File: config.mk
export PLATFORM = sky130hd
export DESIGN_NAME = lattice_chain_contact_energy_flat
export DESIGN_NICKNAME = d
export VERILOG_FILES = /design/src/design/lcce_pkg.sv /design/src/design/lcce_channels.sv /design/src/design/lcce_walk.sv /design/src/design/lcce_pairs.sv /design/src/design/lcce_score.sv /design/src/design/lattice_chain_contact_energy.sv /design/src/flat_wrapper.sv
export VERILOG_INCLUDE_DIRS = /design/src /design/src/design
export SDC_FILE = /design/constraint.sdc
export NUM_CORES = 1
export LEC_CHECK = 0
export ABC_AREA = 0
export BUFFER_PORTS_ARGS = -buffer_cell sky130_fd_sc_hd__buf_2
export CELL_PAD_IN_SITES_DETAIL_PLACEMENT = 2
export CELL_PAD_IN_SITES_GLOBAL_PLACEMENT = 2
export CORE_ASPECT_RATIO = 0.7
export CORE_MARGIN = 4
export CORE_UTILIZATION = 45
export DETAILED_ROUTE_END_ITERATION = 10
export MAX_ROUTING_LAYER = met4
export PLACE_DENSITY = 0.92
export SLEW_MARGIN = 15
export SYNTH_ARGS = -nofsm -noshare
export SYNTH_HDL_FRONTEND = slang
export SYNTH_SLANG_ARGS = --single-unit
File: constraint.sdc
create_clock -name clock -period 21.5 [get_ports clock]
set_clock_uncertainty 0.1 [all_clocks]
set_input_delay 4.3 -clock clock [delete_from_list [all_inputs] [get_ports clock]]
set_output_delay 4.3 -clock clock [all_outputs]
set_load 0.005 [all_outputs]
File: src/design/lattice_chain_contact_energy_macros.svh
// ----------------------------------------------------------------------------
// lattice_chain_contact_energy_macros.svh
// Assertion macros for the lattice chain contact energy block.
// ----------------------------------------------------------------------------
`ifndef LATTICE_CHAIN_CONTACT_ENERGY_MACROS_SVH
`define LATTICE_CHAIN_CONTACT_ENERGY_MACROS_SVH

`ifndef SYNTHESIS
// Same-cycle implication.
`define LCCE_ASSERT_NOW(lbl, clk, rst, ante, cons) \
   lbl: assert property (@(posedge clk) disable iff (rst) (ante) |-> (cons)) \
      else $error("lcce assertion failed");
// Next-cycle implication.
`define LCCE_ASSERT_NEXT(lbl, clk, rst, ante, cons) \
   lbl: assert property (@(posedge clk) disable iff (rst) (ante) |=> (cons)) \
      else $error("lcce assertion failed");
`else
`define LCCE_ASSERT_NOW(lbl, clk, rst, ante, cons)
`define LCCE_ASSERT_NEXT(lbl, clk, rst, ante, cons)
`endif

`endif

File: src/design/lcce_pkg.sv
// ----------------------------------------------------------------------------
// lcce_pkg
// Constants, types and step decoding shared by the contact energy pipeline.
// ----------------------------------------------------------------------------
package lcce_pkg;

   localparam int CHAIN_LENGTH = 12;
   localparam int MOVES_W      = 22;
   localparam int MOVE_CODES   = MOVES_W / 2;
   localparam int HALF         = CHAIN_LENGTH / 2;
   localparam int PAIR_BITS    = 25;
   localparam int COUNT_W      = 5;
   localparam int ENERGY_W     = 13;
   localparam int WEIGHT_W     = 8;
   localparam int COORD_W      = $clog2(CHAIN_LENGTH) + 1;

   localparam int CSR_ADDR_W   = 3;
   localparam int CSR_DATA_W   = 32;
   localparam int REG_SEL_BIT  = 2;

   localparam logic REG_NATIVE_MASK    = 1'b0;
   localparam logic REG_CONTACT_WEIGHT = 1'b1;

   localparam logic [1:0] MOVE_PX = 2'd0;
   localparam logic [1:0] MOVE_PY = 2'd1;
   localparam logic [1:0] MOVE_NY = 2'd2;
   localparam logic [1:0] MOVE_NX = 2'd3;

   typedef logic        [MOVES_W-1:0]   moves_type;
   typedef logic signed [COORD_W-1:0]   coord_type;
   typedef coord_type                   coord_vec_type [CHAIN_LENGTH];
   typedef logic        [PAIR_BITS-1:0] map_type;
   typedef logic        [COUNT_W-1:0]   count_type;
   typedef logic signed [ENERGY_W-1:0]  energy_type;
   typedef logic signed [WEIGHT_W-1:0]  weight_type;

   localparam weight_type WEIGHT_RESET = '1;

   typedef struct packed {
      map_type    native_mask;
      weight_type weight;
   } csr_type;

   function automatic coord_type step_dx(input logic [1:0] code);
      coord_type d;
      case (code)
         MOVE_PX: d = coord_type'(1);
         MOVE_NX: d = coord_type'(-1);
         default: d = '0;
      endcase
      return d;
   endfunction

   function automatic coord_type step_dy(input logic [1:0] code);
      coord_type d;
      case (code)
         MOVE_PY: d = coord_type'(1);
         MOVE_NY: d = coord_type'(-1);
         default: d = '0;
      endcase
      return d;
   endfunction

endpackage

File: src/design/lcce_channels.sv
// ----------------------------------------------------------------------------
// lcce_channels
// Valid/ready channel interfaces for requests and results.
// ----------------------------------------------------------------------------
interface lcce_req_if;
   import lcce_pkg::*;
   logic      valid;
   logic      ready;
   moves_type moves;
   modport source (output valid, output moves, input ready);
   modport sink   (input valid, input moves, output ready);
endinterface

interface lcce_rsp_if;
   import lcce_pkg::*;
   logic       valid;
   logic       ready;
   energy_type energy;
   count_type  contact_count;
   map_type    contact_map;
   modport source (output valid, output energy, output contact_count, output contact_map,
                   input ready);
   modport sink   (input valid, input energy, input contact_count, input contact_map,
                   output ready);
endinterface

File: src/design/lcce_walk.sv
// ----------------------------------------------------------------------------
// lcce_walk
// Two-stage walk: half-chain prefix sums, then offset of the second half.
// ----------------------------------------------------------------------------
module lcce_walk (
   input  logic                   clock,
   input  logic                   reset,
   input  logic                   in_valid,
   output logic                   in_ready,
   input  lcce_pkg::moves_type    moves,
   output logic                   out_valid,
   input  logic                   out_ready,
   output lcce_pkg::coord_vec_type x_out,
   output lcce_pkg::coord_vec_type y_out
);
   import lcce_pkg::*;

   logic          v1_ff, v2_ff;
   logic          ready1, ready2;
   coord_vec_type x1_in, y1_in, x1_ff, y1_ff;
   coord_vec_type x2_in, y2_in, x2_ff, y2_ff;

   assign ready2   = !v2_ff || out_ready;
   assign ready1   = !v1_ff || ready2;
   assign in_ready = ready1;

   // First half from the origin, second half relative to the middle residue.
   always_comb begin
      logic [1:0] code;
      coord_type  cx, cy;
      cx = '0;
      cy = '0;
      x1_in[0] = '0;
      y1_in[0] = '0;
      for (int r = 1; r < CHAIN_LENGTH; r++) begin
         if (r == HALF + 1) begin
            cx = '0;
            cy = '0;
         end
         code = (r - 1 < MOVE_CODES) ? moves[2*(r-1) +: 2] : MOVE_PX;
         cx = cx + step_dx(code);
         cy = cy + step_dy(code);
         x1_in[r] = cx;
         y1_in[r] = cy;
      end
   end

   always_comb begin
      for (int r = 0; r < CHAIN_LENGTH; r++) begin
         if (r > HALF) begin
            x2_in[r] = x1_ff[r] + x1_ff[HALF];
            y2_in[r] = y1_ff[r] + y1_ff[HALF];
         end else begin
            x2_in[r] = x1_ff[r];
            y2_in[r] = y1_ff[r];
         end
      end
   end

   always_ff @(posedge clock) begin
      if (reset) begin
         v1_ff <= 1'b0;
         v2_ff <= 1'b0;
      end else begin
         if (ready1) v1_ff <= in_valid;
         if (ready2) v2_ff <= v1_ff;
      end
   end

   always_ff @(posedge clock) begin
      if (ready1 && in_valid) begin
         x1_ff <= x1_in;
         y1_ff <= y1_in;
      end
      if (ready2 && v1_ff) begin
         x2_ff <= x2_in;
         y2_ff <= y2_in;
      end
   end

   assign out_valid = v2_ff;
   assign x_out     = x2_ff;
   assign y_out     = y2_ff;

endmodule

File: src/design/lcce_pairs.sv
// ----------------------------------------------------------------------------
// lcce_pairs
// One stage of parallel adjacency tests over all residue pairs with an odd gap of at least three.
// ----------------------------------------------------------------------------
module lcce_pairs (
   input  logic                    clock,
   input  logic                    reset,
   input  logic                    in_valid,
   output logic                    in_ready,
   input  lcce_pkg::coord_vec_type x_in,
   input  lcce_pkg::coord_vec_type y_in,
   output logic                    out_valid,
   input  logic                    out_ready,
   output lcce_pkg::map_type       map_out
);
   import lcce_pkg::*;

   logic    v_ff;
   map_type map_in, map_ff;

   assign in_ready = !v_ff || out_ready;

   // Bits run by i ascending, then j = i+3, i+5, ...
   always_comb begin
      int                  pb;
      logic signed [COORD_W:0] dx, dy;
      pb     = 0;
      map_in = '0;
      for (int i = 0; i < CHAIN_LENGTH; i++) begin
         for (int j = i + 3; j < CHAIN_LENGTH; j += 2) begin
            dx = $signed({x_in[i][COORD_W-1], x_in[i]}) - $signed({x_in[j][COORD_W-1], x_in[j]});
            dy = $signed({y_in[i][COORD_W-1], y_in[i]}) - $signed({y_in[j][COORD_W-1], y_in[j]});
            if (pb < PAIR_BITS) begin
               map_in[pb] = ((dx == 0) && ((dy == 1) || (dy == -1))) ||
                            ((dy == 0) && ((dx == 1) || (dx == -1)));
            end
            pb = pb + 1;
         end
      end
   end

   always_ff @(posedge clock) begin
      if (reset) begin
         v_ff <= 1'b0;
      end else if (in_ready) begin
         v_ff <= in_valid;
      end
   end

   always_ff @(posedge clock) begin
      if (in_ready && in_valid) begin
         map_ff <= map_in;
      end
   end

   assign out_valid = v_ff;
   assign map_out   = map_ff;

endmodule

File: src/design/lcce_score.sv
// ----------------------------------------------------------------------------
// lcce_score
// Native contact count, then weighted energy; the last stage is the output.
// ----------------------------------------------------------------------------
module lcce_score (
   input  logic                 clock,
   input  logic                 reset,
   input  lcce_pkg::csr_type    cfg,
   input  logic                 in_valid,
   output logic                 in_ready,
   input  lcce_pkg::map_type    map_in,
   output logic                 out_valid,
   input  logic                 out_ready,
   output lcce_pkg::energy_type energy,
   output lcce_pkg::count_type  contact_count,
   output lcce_pkg::map_type    contact_map
);
   import lcce_pkg::*;

   logic       v4_ff, v5_ff;
   logic       ready4, ready5;
   count_type  count4_in, count4_ff, count5_ff;
   map_type    map4_ff, map5_ff;
   energy_type energy5_ff;
   logic signed [WEIGHT_W+COUNT_W:0] product;

   assign ready5   = !v5_ff || out_ready;
   assign ready4   = !v4_ff || ready5;
   assign in_ready = ready4;

   assign count4_in = COUNT_W'($countones(map_in & cfg.native_mask));
   assign product   = cfg.weight * $signed({1'b0, count4_ff});

   always_ff @(posedge clock) begin
      if (reset) begin
         v4_ff <= 1'b0;
         v5_ff <= 1'b0;
      end else begin
         if (ready4) v4_ff <= in_valid;
         if (ready5) v5_ff <= v4_ff;
      end
   end

   always_ff @(posedge clock) begin
      if (ready4 && in_valid) begin
         count4_ff <= count4_in;
         map4_ff   <= map_in;
      end
      if (ready5 && v4_ff) begin
         energy5_ff <= $signed(product[ENERGY_W-1:0]);
         count5_ff  <= count4_ff;
         map5_ff    <= map4_ff;
      end
   end

   assign out_valid     = v5_ff;
   assign energy        = energy5_ff;
   assign contact_count = count5_ff;
   assign contact_map   = map5_ff;

endmodule

File: src/design/lattice_chain_contact_energy.sv
// ----------------------------------------------------------------------------
// lattice_chain_contact_energy
// Pipeline: 5 register stages (walk 2, pairs 1, count 1, energy multiply 1).
//   Throughput one request per cycle while the result is taken as it comes;
//   each stage advances when it is empty or the stage after it advances.
// Reset (synchronous, active high) empties the pipeline and sets the native
//   mask to 0 and the contact weight to -1.
// ----------------------------------------------------------------------------
`include "lattice_chain_contact_energy_macros.svh"

module lattice_chain_contact_energy (
   input  logic                              clock,
   input  logic                              reset,
   lcce_req_if.sink                          req_chan,
   lcce_rsp_if.source                        rsp_chan,
   input  logic                              csr_psel,
   input  logic                              csr_penable,
   input  logic                              csr_pwrite,
   input  logic [lcce_pkg::CSR_ADDR_W-1:0]   csr_paddr,
   input  logic [lcce_pkg::CSR_DATA_W-1:0]   csr_pwdata,
   output logic [lcce_pkg::CSR_DATA_W-1:0]   csr_prdata,
   output logic                              csr_pready
);
   import lcce_pkg::*;

   // Configuration registers.
   map_type    mask_ff;
   weight_type weight_ff;
   csr_type    cfg;
   logic       csr_write;

   // Stage handshakes between the units.
   logic          walk_valid, walk_ready;
   logic          pair_valid, pair_ready;
   coord_vec_type walk_x, walk_y;
   map_type       pair_map;

   // Result checks used by the assertions.
   logic          rsp_count_ok;
   logic          rsp_energy_ok;

   // pready is tied high: every access completes in its access cycle.
   assign csr_pready = 1'b1;
   assign csr_write  = csr_psel && csr_penable && csr_pwrite && csr_pready;

   // Decode the register on the word-select bit; ignore byte offset bits.
   always_ff @(posedge clock) begin
      if (reset) begin
         mask_ff   <= '0;
         weight_ff <= WEIGHT_RESET;
      end else if (csr_write) begin
         case (csr_paddr[REG_SEL_BIT])
            REG_NATIVE_MASK:    mask_ff   <= csr_pwdata[PAIR_BITS-1:0];
            REG_CONTACT_WEIGHT: weight_ff <= csr_pwdata[WEIGHT_W-1:0];
            default: ;
         endcase
      end
   end

   always_comb begin
      case (csr_paddr[REG_SEL_BIT])
         REG_NATIVE_MASK:    csr_prdata = CSR_DATA_W'(mask_ff);
         REG_CONTACT_WEIGHT: csr_prdata = CSR_DATA_W'(unsigned'(weight_ff));
         default:            csr_prdata = '0;
      endcase
   end

   assign cfg.native_mask = mask_ff;
   assign cfg.weight      = weight_ff;

   // Walk the step codes into residue coordinates.
   lcce_walk u_walk (
      .clock     (clock),
      .reset     (reset),
      .in_valid  (req_chan.valid),
      .in_ready  (req_chan.ready),
      .moves     (req_chan.moves),
      .out_valid (walk_valid),
      .out_ready (walk_ready),
      .x_out     (walk_x),
      .y_out     (walk_y)
   );

   // Test every eligible pair for lattice adjacency.
   lcce_pairs u_pairs (
      .clock     (clock),
      .reset     (reset),
      .in_valid  (walk_valid),
      .in_ready  (walk_ready),
      .x_in      (walk_x),
      .y_in      (walk_y),
      .out_valid (pair_valid),
      .out_ready (pair_ready),
      .map_out   (pair_map)
   );

   // Count native contacts and weight them; hold the result until taken.
   lcce_score u_score (
      .clock         (clock),
      .reset         (reset),
      .cfg           (cfg),
      .in_valid      (pair_valid),
      .in_ready      (pair_ready),
      .map_in        (pair_map),
      .out_valid     (rsp_chan.valid),
      .out_ready     (rsp_chan.ready),
      .energy        (rsp_chan.energy),
      .contact_count (rsp_chan.contact_count),
      .contact_map   (rsp_chan.contact_map)
   );

   assign rsp_count_ok  = {1'b0, rsp_chan.contact_count} <=
                          (COUNT_W + 1)'($countones(rsp_chan.contact_map));
   assign rsp_energy_ok = rsp_chan.energy ==
                          energy_type'(weight_ff) *
                          energy_type'($signed({1'b0, rsp_chan.contact_count}));

   // The pipeline comes out of reset empty.
   `LCCE_ASSERT_NOW(a_empty_after_reset, clock, reset, $past(reset), !rsp_chan.valid)
   // Native count can never exceed the contacts present in the map.
   `LCCE_ASSERT_NOW(a_count_le_map, clock, reset, rsp_chan.valid, rsp_count_ok)
   // Energy is the weight times the delivered count.
   `LCCE_ASSERT_NOW(a_energy_product, clock, reset, rsp_chan.valid, rsp_energy_ok)

endmodule
File: src/flat_wrapper.sv
// flat-port wrapper written by rule: the top's interface ports become plain ports
module lattice_chain_contact_energy_flat import lcce_pkg::*;
  (clock, reset, csr_psel, csr_penable, csr_pwrite, csr_paddr, csr_pwdata, csr_prdata, csr_pready, req_chan_valid, req_chan_moves, req_chan_ready, rsp_chan_valid, rsp_chan_energy, rsp_chan_contact_count, rsp_chan_contact_map, rsp_chan_ready);
  lcce_req_if req_chan_i ();
  lcce_rsp_if rsp_chan_i ();
  input  logic clock;
  input  logic reset;
  input  logic csr_psel;
  input  logic csr_penable;
  input  logic csr_pwrite;
  input  logic [lcce_pkg::CSR_ADDR_W-1:0] csr_paddr;
  input  logic [lcce_pkg::CSR_DATA_W-1:0] csr_pwdata;
  output logic [lcce_pkg::CSR_DATA_W-1:0] csr_prdata;
  output logic csr_pready;
  input wire logic [$bits(req_chan_i.valid)-1:0] req_chan_valid;
  input wire logic [$bits(req_chan_i.moves)-1:0] req_chan_moves;
  output wire logic [$bits(req_chan_i.ready)-1:0] req_chan_ready;
  output wire logic [$bits(rsp_chan_i.valid)-1:0] rsp_chan_valid;
  output wire logic [$bits(rsp_chan_i.energy)-1:0] rsp_chan_energy;
  output wire logic [$bits(rsp_chan_i.contact_count)-1:0] rsp_chan_contact_count;
  output wire logic [$bits(rsp_chan_i.contact_map)-1:0] rsp_chan_contact_map;
  input wire logic [$bits(rsp_chan_i.ready)-1:0] rsp_chan_ready;
  assign req_chan_i.valid = req_chan_valid;
  assign req_chan_i.moves = req_chan_moves;
  assign req_chan_ready = req_chan_i.ready;
  assign rsp_chan_valid = rsp_chan_i.valid;
  assign rsp_chan_energy = rsp_chan_i.energy;
  assign rsp_chan_contact_count = rsp_chan_i.contact_count;
  assign rsp_chan_contact_map = rsp_chan_i.contact_map;
  assign rsp_chan_i.ready = rsp_chan_ready;
  lattice_chain_contact_energy u_core (.clock(clock), .reset(reset), .req_chan(req_chan_i), .rsp_chan(rsp_chan_i), .csr_psel(csr_psel), .csr_penable(csr_penable), .csr_pwrite(csr_pwrite), .csr_paddr(csr_paddr), .csr_pwdata(csr_pwdata), .csr_prdata(csr_prdata), .csr_pready(csr_pready));
endmodule
==> run_summary.xml, run 1 <==
<?xml version="1.0" encoding="UTF-8"?>
<metrics>
  <group name="status">
    <metric name="status" unit="">finished clean</metric>
  </group>
  <group name="layout">
    <metric name="layout.cells.most_common" unit="">sky130_fd_sc_hd__ha_1</metric>
    <metric name="finalNonFillerCells" unit="">3321</metric>
    <metric name="design.final.nets" unit="">3077</metric>
    <metric name="finalInstanceArea" unit="sq um">28500</metric>
    <metric name="most_frequent_cells_in_the_layout" unit="">sky130_fd_sc_hd__ha_1 (346), sky130_fd_sc_hd__inv_1 (325), sky130_fd_sc_hd__edfxtp_1 (292), sky130_fd_sc_hd__a21oi_1 (151), sky130_fd_sc_hd__nand2_1 (130)</metric>
    <metric name="drive_above_1_share" unit="">0.0877</metric>
    <metric name="area_growth" unit="%">10.8</metric>
  </group>
  <group name="placement">
    <metric name="post-dp-hpwl" unit="um">79000</metric>
    <metric name="total_of_buffers_placed_on_input_and_output_ports" unit="">124</metric>
    <metric name="place.detailed.instances" unit="">3251</metric>
    <metric name="placed_cell_area" unit="sq um">27200</metric>
    <metric name="globalplace.congestion" unit="">0.873</metric>
  </group>
  <group name="route">
    <metric name="final_antenna_net_count" unit="">0</metric>
    <metric name="via_per_inst" unit="">6.50</metric>
    <metric name="drt_first_iter_violations" unit="">2117</metric>
    <metric name="detail_route.wl_per_cell" unit="um">34.2</metric>
    <metric name="route.vias.total" unit="">21582</metric>
    <metric name="detail_route.first_pass.iterations" unit="">5</metric>
    <metric name="drt-total-wl" unit="um">114000</metric>
    <metric name="drt_drc_violations_left" unit="">0</metric>
  </group>
  <group name="timing">
    <metric name="worst_slew_margin_rel" unit="">0.199</metric>
    <metric name="final_max_slew_viol_count" unit="">0</metric>
    <metric name="fin_tns_setup" unit="ns">0</metric>
    <metric name="worst_slew_pin_slew" unit="ns">1.17</metric>
    <metric name="grt_setup_unrepaired" unit="">no</metric>
    <metric name="hold_slack" unit="ns">0.318</metric>
    <metric name="setup_viol" unit="">0</metric>
    <metric name="final_hold_viol_count" unit="">0</metric>
    <metric name="post-route-period-util" unit="">0.467</metric>
    <metric name="period_minus_slack" unit="ns">10.04</metric>
    <metric name="timing.fmax" unit="GHz">0.0996</metric>
  </group>
  <group name="grt">
    <metric name="antenna_violations_before_repair" unit="">4</metric>
    <metric name="grt_start_max_net_pins" unit="">71</metric>
    <metric name="grt_remaining_overflow" unit="">0</metric>
    <metric name="grtUsageTotal" unit="">0.376</metric>
    <metric name="grt_pass1_vias" unit="">24622</metric>
    <metric name="grt_pass1_wl" unit="um">166000</metric>
  </group>
  <group name="cts">
    <metric name="clockBufferDepth" unit="">3</metric>
    <metric name="ctsResizeCount" unit="">0</metric>
    <metric name="cts.htree.levels" unit="">2</metric>
    <metric name="tritoncts.num_buffers" unit="">36</metric>
    <metric name="cts_num_sinks" unit="">330</metric>
    <metric name="cts_hold_repair.buffers" unit="">0</metric>
    <metric name="tritoncts" unit="">done</metric>
    <metric name="cts_root_buffer" unit="">sky130_fd_sc_hd__clkbuf_16</metric>
    <metric name="worst_setup_hold_path_clk_slew" unit="ns">0.07</metric>
    <metric name="cts_setup_buffers" unit="">0</metric>
    <metric name="clock_latency" unit="ns">0.59</metric>
  </group>
  <group name="worst_setup_path">
    <metric name="path_buf_inv" unit="">2</metric>
    <metric name="setup.worst_path.end_class" unit="">primary output</metric>
    <metric name="critical_path.most_common_cell" unit="">sky130_fd_sc_hd__buf_2</metric>
    <metric name="timing.critical_path.arrival" unit="ns">5.64</metric>
    <metric name="crit_path_top_delay_cell" unit="">sky130_fd_sc_hd__and3_1</metric>
    <metric name="worst-path-max-fanout" unit="">6</metric>
    <metric name="cp_cell_sequence" unit="">buf_2, nor2b_1, and3_1, nand3_1, buf_2</metric>
    <metric name="slowest_stage_delay_cp" unit="ns">0.49</metric>
    <metric name="cp_data_required_time" unit="ns">17.10</metric>
    <metric name="timing.critical_path.from_type" unit="">input port</metric>
    <metric name="setup.worst_path.class" unit="">in2out</metric>
    <metric name="worst_path_dominant_cell_family" unit="">simple AND/OR/NAND/NOR gates</metric>
  </group>
  <group name="yosys">
    <metric name="syn_area" unit="sq um">25700</metric>
    <metric name="synth_enable_flop_cells" unit="">292</metric>
    <metric name="synth_top_family_by_area" unit="">adder cells</metric>
    <metric name="yosys_most_used_dff" unit="">sky130_fd_sc_hd__edfxtp_1</metric>
    <metric name="synthAdderAreaFrac" unit="">0.261</metric>
    <metric name="synth.avg_cell_area" unit="sq um">10.7</metric>
    <metric name="syn-instance-count" unit="">2398</metric>
    <metric name="async_reset_ff_frac" unit="">0</metric>
    <metric name="synth_seq_cells" unit="">330</metric>
    <metric name="synth_simple_gate_area_frac" unit="">0.123</metric>
    <metric name="post_synth_xor_area_fraction" unit="">0.0702</metric>
    <metric name="sequential_fraction_of_the_synthesis_area" unit="">0.371</metric>
    <metric name="compound_gate_fraction_of_synth_area" unit="">0.110</metric>
    <metric name="synth.lib_cells_used.distinct" unit="">74</metric>
    <metric name="muxShareOfSynthArea" unit="">0.0127</metric>
    <metric name="synth.yosys.warnings" unit="">0</metric>
  </group>
  <group name="floorplan">
    <metric name="die_area" unit="sq um">61000</metric>
    <metric name="initial_core_util" unit="">0.460</metric>
    <metric name="io_pins" unit="">142</metric>
    <metric name="die_width" unit="um">294</metric>
    <metric name="die_h" unit="um">208</metric>
    <metric name="rows" unit="">72</metric>
    <metric name="floorplan_core_area" unit="sq um">55900</metric>
  </group>
  <group name="pwr">
    <metric name="p_leak" unit="uW">0.0124</metric>
    <metric name="irDropWorstVdd" unit="uV">90.4</metric>
    <metric name="p_per_area" unit="nW/um^2">132</metric>
    <metric name="p_total" unit="uW">3750</metric>
  </group>
  <group name="hold_path">
    <metric name="hp-class" unit="">reg2reg</metric>
  </group>
  <group name="job">
    <metric name="cap_violations" unit="">0</metric>
  </group>
</metrics>
==> power by group <==
group / total [uW] / switching [uW] / leakage, uW / internal [uW]
sequential: 1050 / 152 / 0.00302 / 899
clock: 688 / 316 / 0.000582 / 373
combinational: 2010 / 1250 / 0.00877 / 761
==> cells by family (layout without fill, tap and decap cells) <==
family / after synthesis / count (layout)
and+or+nand+nor: 582 / 582
adders and majority gates: 464 / 464
AOI/OAI and AO/OA: 432 / 432
buffers and inverters: 351 / 523
DFF: 330 / 330
xor gates and xnor gates: 206 / 206
muxes: 31 / 31
other: 2 / 13
==> per-stage QoR <==
stage,setup slack (ns),util
3_3_place_gp,11.57,0.488
6_report,11.46,0.509
3_5_place_dp,11.48,0.488
5_1_grt,11.35,0.509
2_1_floorplan,8.68,-
4_1_cts,11.48,0.509
==> cell type report <==
class | instances | area, sq um
Antenna cell | 5 | 12.5
Clock buffer | 40 | 916
Clock inverter | 25 | 292
Fill cell | 5590 | 27400
Inverter | 325 | 1220
Multi-Input combinational cell | 1723 | 14900
Sequential cell | 330 | 9530
Tap cell | 740 | 926
Timing Repair Buffer | 133 | 688
==> layer usage <==
layer  part of all wire  vias up  global-route usage
li1                   -     8779                   -
met1               0.37    11057               0.423
met2               0.49     1221               0.632
met3              0.071      525              0.0667
met4              0.071        0               0.218
met5                  0        -                   -
==> cell usage after synthesis (7+ instances only) <==
| cell type | number | area (sq um) |
|---|---|---|
| sky130_fd_sc_hd__o31a_1 | 10 | 87.6 |
| sky130_fd_sc_hd__a21oi_1 | 151 | 756 |
| sky130_fd_sc_hd__nor3_1 | 24 | 120 |
| sky130_fd_sc_hd__dfxtp_1 | 38 | 761 |
| sky130_fd_sc_hd__o21a_1 | 17 | 128 |
| sky130_fd_sc_hd__a211oi_1 | 12 | 90.1 |
| sky130_fd_sc_hd__a21o_1 | 82 | 616 |
| sky130_fd_sc_hd__xnor2_1 | 124 | 1090 |
| sky130_fd_sc_hd__a31oi_1 | 22 | 138 |
| sky130_fd_sc_hd__nand4b_1 | 9 | 78.8 |
| sky130_fd_sc_hd__clkbuf_1 | 17 | 63.8 |
| sky130_fd_sc_hd__nor2_1 | 110 | 413 |
| sky130_fd_sc_hd__mux2_2 | 12 | 135 |
| sky130_fd_sc_hd__nand3b_1 | 18 | 135 |
| sky130_fd_sc_hd__buf_4 | 8 | 60.1 |
| sky130_fd_sc_hd__and3_1 | 7 | 43.8 |
| sky130_fd_sc_hd__nand2_1 | 130 | 488 |
| sky130_fd_sc_hd__fa_1 | 118 | 2360 |
| sky130_fd_sc_hd__nand4_1 | 27 | 169 |
| sky130_fd_sc_hd__o21ai_0 | 50 | 250 |
| sky130_fd_sc_hd__ha_1 | 346 | 4330 |
| sky130_fd_sc_hd__inv_1 | 325 | 1220 |
| sky130_fd_sc_hd__a22oi_1 | 7 | 52.6 |
| sky130_fd_sc_hd__o211ai_1 | 12 | 90.1 |
| sky130_fd_sc_hd__a2111oi_0 | 9 | 78.8 |
| sky130_fd_sc_hd__xor2_1 | 82 | 718 |
| sky130_fd_sc_hd__and2_1 | 48 | 300 |
| sky130_fd_sc_hd__and4_1 | 14 | 123 |
| sky130_fd_sc_hd__or4_1 | 12 | 90.1 |
| sky130_fd_sc_hd__a221oi_1 | 7 | 61.3 |
| sky130_fd_sc_hd__nor3b_1 | 18 | 135 |
| sky130_fd_sc_hd__mux2i_1 | 19 | 190 |
| sky130_fd_sc_hd__nand3_1 | 19 | 95.1 |
| sky130_fd_sc_hd__nor4_1 | 19 | 119 |
| sky130_fd_sc_hd__edfxtp_1 | 292 | 8770 |
| sky130_fd_sc_hd__nand2b_1 | 24 | 150 |
| sky130_fd_sc_hd__nor2b_1 | 70 | 438 |
| sky130_fd_sc_hd__or2_2 | 9 | 56.3 |
==> sequential cells by signal (all words and copies together) (netlist names), 25 cells and up <==
signal	cells
u_core.u_walk.x_out	51
u_core.u_walk.x1_ff	47
u_core.u_pairs.map_out	25
u_core.u_walk.y1_ff	46
u_core.mask_ff	25
u_core.u_score.map4_ff	25
u_core.u_score.contact_map	25
u_core.u_walk.y_out	50
==> final timing paths <==
check | start | end | slack, ns | cells after the start
setup / recovery | rsp_chan_ready | req_chan_ready | 11.46 | 5
hold / removal | u_core.u_score.map4_ff[22] | u_core.u_score.contact_map[22] | 0.32 | 0
setup reg to reg | u_core.u_pairs.map_out[3] | u_core.u_score.count4_ff[4] | 16.09 | 12
hold reg to reg | u_core.u_score.map4_ff[22] | u_core.u_score.contact_map[22] | 0.32 | 0
==> worst register-to-register path, delay by kind of cell (launching register included) <==
kind | cells | cell delay, ns
flops | 1 | 0.55
compound gates | 2 | 0.42
buf+inv | 2 | 0.17
fa+ha+maj | 7 | 3.64
simple gates | 1 | 0.28
Note: power is estimated with default switching activity, not from simulation.
==> run 2: changes to the inputs <==
--- a/config.mk
+++ b/config.mk
@@ -12,10 +12,10 @@
 export CELL_PAD_IN_SITES_GLOBAL_PLACEMENT = 2
 export CORE_ASPECT_RATIO = 0.7
 export CORE_MARGIN = 4
-export CORE_UTILIZATION = 45
+export CORE_UTILIZATION = 38
 export DETAILED_ROUTE_END_ITERATION = 10
 export MAX_ROUTING_LAYER = met4
-export PLACE_DENSITY = 0.92
+export PLACE_DENSITY = 0.83
 export SLEW_MARGIN = 15
 export SYNTH_ARGS = -nofsm -noshare
 export SYNTH_HDL_FRONTEND = slang
==> constraint.sdc (replaced) <==
create_clock -name clock -period 8.65 [get_ports clock]
set_clock_uncertainty 0.1 [all_clocks]
set_input_delay 1.73 -clock clock [delete_from_list [all_inputs] [get_ports clock]]
set_output_delay 1.73 -clock clock [all_outputs]
set_load 0.005 [all_outputs]
==> run_summary.xml, run 2 (synthesized netlist as in run 1, its figures left out) <==
<?xml version="1.0" encoding="UTF-8"?>
<metrics>
  <group name="status">
    <metric name="status" unit="">finished clean</metric>
  </group>
  <group name="route">
    <metric name="drt-total-wl" unit="um">90100</metric>
    <metric name="drt_first_iter_violations" unit="">1123</metric>
    <metric name="final_antenna_net_count" unit="">0</metric>
    <metric name="drt_drc_violations_left" unit="">0</metric>
    <metric name="via_per_inst" unit="">5.62</metric>
    <metric name="detail_route.first_pass.iterations" unit="">6</metric>
    <metric name="detail_route.wl_per_cell" unit="um">25.9</metric>
    <metric name="route.vias.total" unit="">19516</metric>
  </group>
  <group name="floorplan">
    <metric name="die_h" unit="um">226</metric>
    <metric name="die_width" unit="um">319</metric>
    <metric name="floorplan_core_area" unit="sq um">66700</metric>
    <metric name="rows" unit="">79</metric>
    <metric name="die_area" unit="sq um">71900</metric>
    <metric name="io_pins" unit="">142</metric>
    <metric name="initial_core_util" unit="">0.385</metric>
  </group>
  <group name="cts">
    <metric name="cts_num_sinks" unit="">330</metric>
    <metric name="cts_setup_buffers" unit="">0</metric>
    <metric name="cts.htree.levels" unit="">2</metric>
    <metric name="clock_latency" unit="ns">0.58</metric>
    <metric name="clockBufferDepth" unit="">3</metric>
    <metric name="ctsResizeCount" unit="">0</metric>
    <metric name="tritoncts.num_buffers" unit="">38</metric>
    <metric name="worst_setup_hold_path_clk_slew" unit="ns">0.06</metric>
    <metric name="cts_hold_repair.buffers" unit="">0</metric>
    <metric name="tritoncts" unit="">done</metric>
    <metric name="cts_root_buffer" unit="">sky130_fd_sc_hd__clkbuf_16</metric>
  </group>
  <group name="timing">
    <metric name="timing.fmax" unit="GHz">0.162</metric>
    <metric name="postLayoutSetupSlackWorst" unit="ns">2.46</metric>
    <metric name="period_minus_slack" unit="ns">6.19</metric>
    <metric name="fin_tns_setup" unit="ns">0</metric>
    <metric name="worst_slew_pin_slew" unit="ns">1.19</metric>
    <metric name="final_hold_viol_count" unit="">0</metric>
    <metric name="grt_setup_unrepaired" unit="">no</metric>
    <metric name="final_max_slew_viol_count" unit="">0</metric>
    <metric name="setup_viol" unit="">0</metric>
    <metric name="post-route-period-util" unit="">0.715</metric>
    <metric name="worst_slew_margin_rel" unit="">0.206</metric>
  </group>
  <group name="grt">
    <metric name="grt_remaining_overflow" unit="">0</metric>
    <metric name="grt_use_met1" unit="">0.316</metric>
    <metric name="grtUsageTotal" unit="">0.254</metric>
    <metric name="grt_pass1_wl" unit="um">135000</metric>
    <metric name="grt_pass1_vias" unit="">22020</metric>
    <metric name="met3_resource_use_gr" unit="">0.0387</metric>
    <metric name="globalRoute.busiestLayer" unit="">met2</metric>
    <metric name="antenna_violations_before_repair" unit="">3</metric>
    <metric name="grtUsageMet2" unit="">0.425</metric>
    <metric name="grt_start_max_net_pins" unit="">57</metric>
  </group>
  <group name="worst_setup_path">
    <metric name="worst-path-max-fanout" unit="">3</metric>
    <metric name="slowest_stage_delay_cp" unit="ns">0.52</metric>
    <metric name="crit_path_top_delay_cell" unit="">sky130_fd_sc_hd__fa_1</metric>
    <metric name="setup.worst_path.class" unit="">in2reg</metric>
    <metric name="timing.critical_path.arrival" unit="ns">6.39</metric>
    <metric name="path_buf_inv" unit="">4</metric>
    <metric name="cp_cell_sequence" unit="">buf_2, inv_1, ha_1, inv_1, ha_1, inv_1, fa_1, fa_1, fa_1, xnor2_1, xor2_1, ha_1, a21oi_1, xnor2_1, ha_1, a21oi_1, xor2_1, xnor2_1</metric>
    <metric name="cp_data_required_time" unit="ns">8.86</metric>
    <metric name="timing.critical_path.from_type" unit="">input port</metric>
    <metric name="critical_path.most_common_cell" unit="">sky130_fd_sc_hd__ha_1</metric>
    <metric name="worst_path_dominant_cell_family" unit="">adder cells</metric>
    <metric name="setup.worst_path.end_class" unit="">register</metric>
  </group>
  <group name="placement">
    <metric name="post-dp-hpwl" unit="um">71200</metric>
    <metric name="globalplace.congestion" unit="">0.904</metric>
    <metric name="place.detailed.instances" unit="">3403</metric>
    <metric name="placement.setup.worst_slack" unit="ns">2.01</metric>
    <metric name="total_of_buffers_placed_on_input_and_output_ports" unit="">124</metric>
    <metric name="placed_cell_area" unit="sq um">27400</metric>
  </group>
  <group name="pwr">
    <metric name="p_total" unit="uW">8760</metric>
    <metric name="share_seq_of_total_power" unit="">0.292</metric>
    <metric name="clock_power_share" unit="">0.196</metric>
    <metric name="net-switching-power" unit="uW">3700</metric>
    <metric name="p_leak" unit="uW">0.0124</metric>
    <metric name="int_pwr" unit="uW">5060</metric>
    <metric name="p_per_area" unit="nW/um^2">305</metric>
    <metric name="irDropWorstVdd" unit="uV">282</metric>
    <metric name="power.switching_fraction" unit="">0.422</metric>
    <metric name="p_comb_frac" unit="">0.512</metric>
  </group>
  <group name="layout">
    <metric name="finalNonFillerCells" unit="">3471</metric>
    <metric name="largest_register_ff_count" unit="">51</metric>
    <metric name="area_growth" unit="%">11.7</metric>
    <metric name="fill_cells" unit="">6936</metric>
    <metric name="design.final.nets" unit="">3080</metric>
    <metric name="drive_above_1_share" unit="">0.0877</metric>
    <metric name="layout.cells.most_common" unit="">sky130_fd_sc_hd__ha_1</metric>
    <metric name="finalInstanceArea" unit="sq um">28700</metric>
    <metric name="most_frequent_cells_in_the_layout" unit="">sky130_fd_sc_hd__ha_1 (346), sky130_fd_sc_hd__inv_1 (325), sky130_fd_sc_hd__edfxtp_1 (292), sky130_fd_sc_hd__a21oi_1 (151), sky130_fd_sc_hd__nand2_1 (130)</metric>
  </group>
  <group name="hold_path">
    <metric name="hp-class" unit="">reg2reg</metric>
  </group>
  <group name="job">
    <metric name="cap_violations" unit="">0</metric>
  </group>
</metrics>
==> run 2: cell count changes in the layout (fill, tap and decap cells not counted) <==
cell                         change
sky130_fd_sc_hd__clkinvlp_4      -1
sky130_fd_sc_hd__diode_2         -3
sky130_fd_sc_hd__buf_4           +1
sky130_fd_sc_hd__clkbuf_16       +2
sky130_fd_sc_hd__clkinv_1        -3
sky130_fd_sc_hd__inv_6           +1
sky130_fd_sc_hd__clkinv_8        -2
sky130_fd_sc_hd__clkbuf_1        +4
sky130_fd_sc_hd__nand2b_1        +1
sky130_fd_sc_hd__bufinv_16       +1
sky130_fd_sc_hd__nand2b_2        -1
sky130_fd_sc_hd__clkinv_4        -1
==> run 2: final cells by class <==
cell class	count	area, sq um	share of cell area
multi-input cells	1723	14900	0.518
flip-flops and latches	330	9530	0.332
inverters	325	1220	0.0425
well taps	891	1110	0.0389
clock buffers	46	981	0.0342
repair buffers	134	696	0.0243
clock inverters	20	270	0.00942
diodes	2	5.00	0.000174
==> run 2: through the flow <==
step	util	hold slack (ns)
after CTS	0.430	0.317
after floorplan	-	0.300
final	0.430	0.322
after global placement	0.411	0.304
after detailed placement	0.411	0.305
after global routing	0.430	0.324
==> run 2: worst register-to-register path, stage by stage, from the launching register on <==
cell and delay, ns:
sky130_fd_sc_hd__edfxtp_1 0.52, sky130_fd_sc_hd__and2_1 0.24, sky130_fd_sc_hd__fa_1 0.49, sky130_fd_sc_hd__inv_1 0.06, sky130_fd_sc_hd__fa_1 0.53, sky130_fd_sc_hd__inv_1 0.05
sky130_fd_sc_hd__fa_1 0.52, sky130_fd_sc_hd__fa_1 0.54, sky130_fd_sc_hd__fa_1 0.54, sky130_fd_sc_hd__fa_1 0.49, sky130_fd_sc_hd__fa_1 0.43, sky130_fd_sc_hd__a21o_1 0.17
sky130_fd_sc_hd__a21o_1 0.17
==> run 2: worst paths after layout <==
path / from / endpoint / cells past startpoint / slack (ns)
max: req_chan_moves[0] / u_core.u_walk.y1_ff[29] / 18 / 2.46
min: u_core.u_walk.y1_ff[32] / u_core.u_walk.y_out[32] / 0 / 0.32
max reg2reg: u_core.u_pairs.map_out[3] / u_core.u_score.count4_ff[4] / 12 / 3.55
min reg2reg: u_core.u_walk.y1_ff[32] / u_core.u_walk.y_out[32] / 0 / 0.32
==> run 2: power groups by stage <==
stage	Clock [uW]	Combinational (uW)	Sequential, uW
after global routing	1810	4960	2570
after floorplan	0	3160	2380
after CTS	1750	4460	2550
after global placement	0	3870	2550
after detailed placement	0	4390	2580
final	1720	4480	2560
==> run 2: layer usage <==
metal	wire length (um)	up-vias
li1	-	8783
met1	38900	10077
met2	43300	482
met3	4490	174
met4	3290	0
met5	0	-
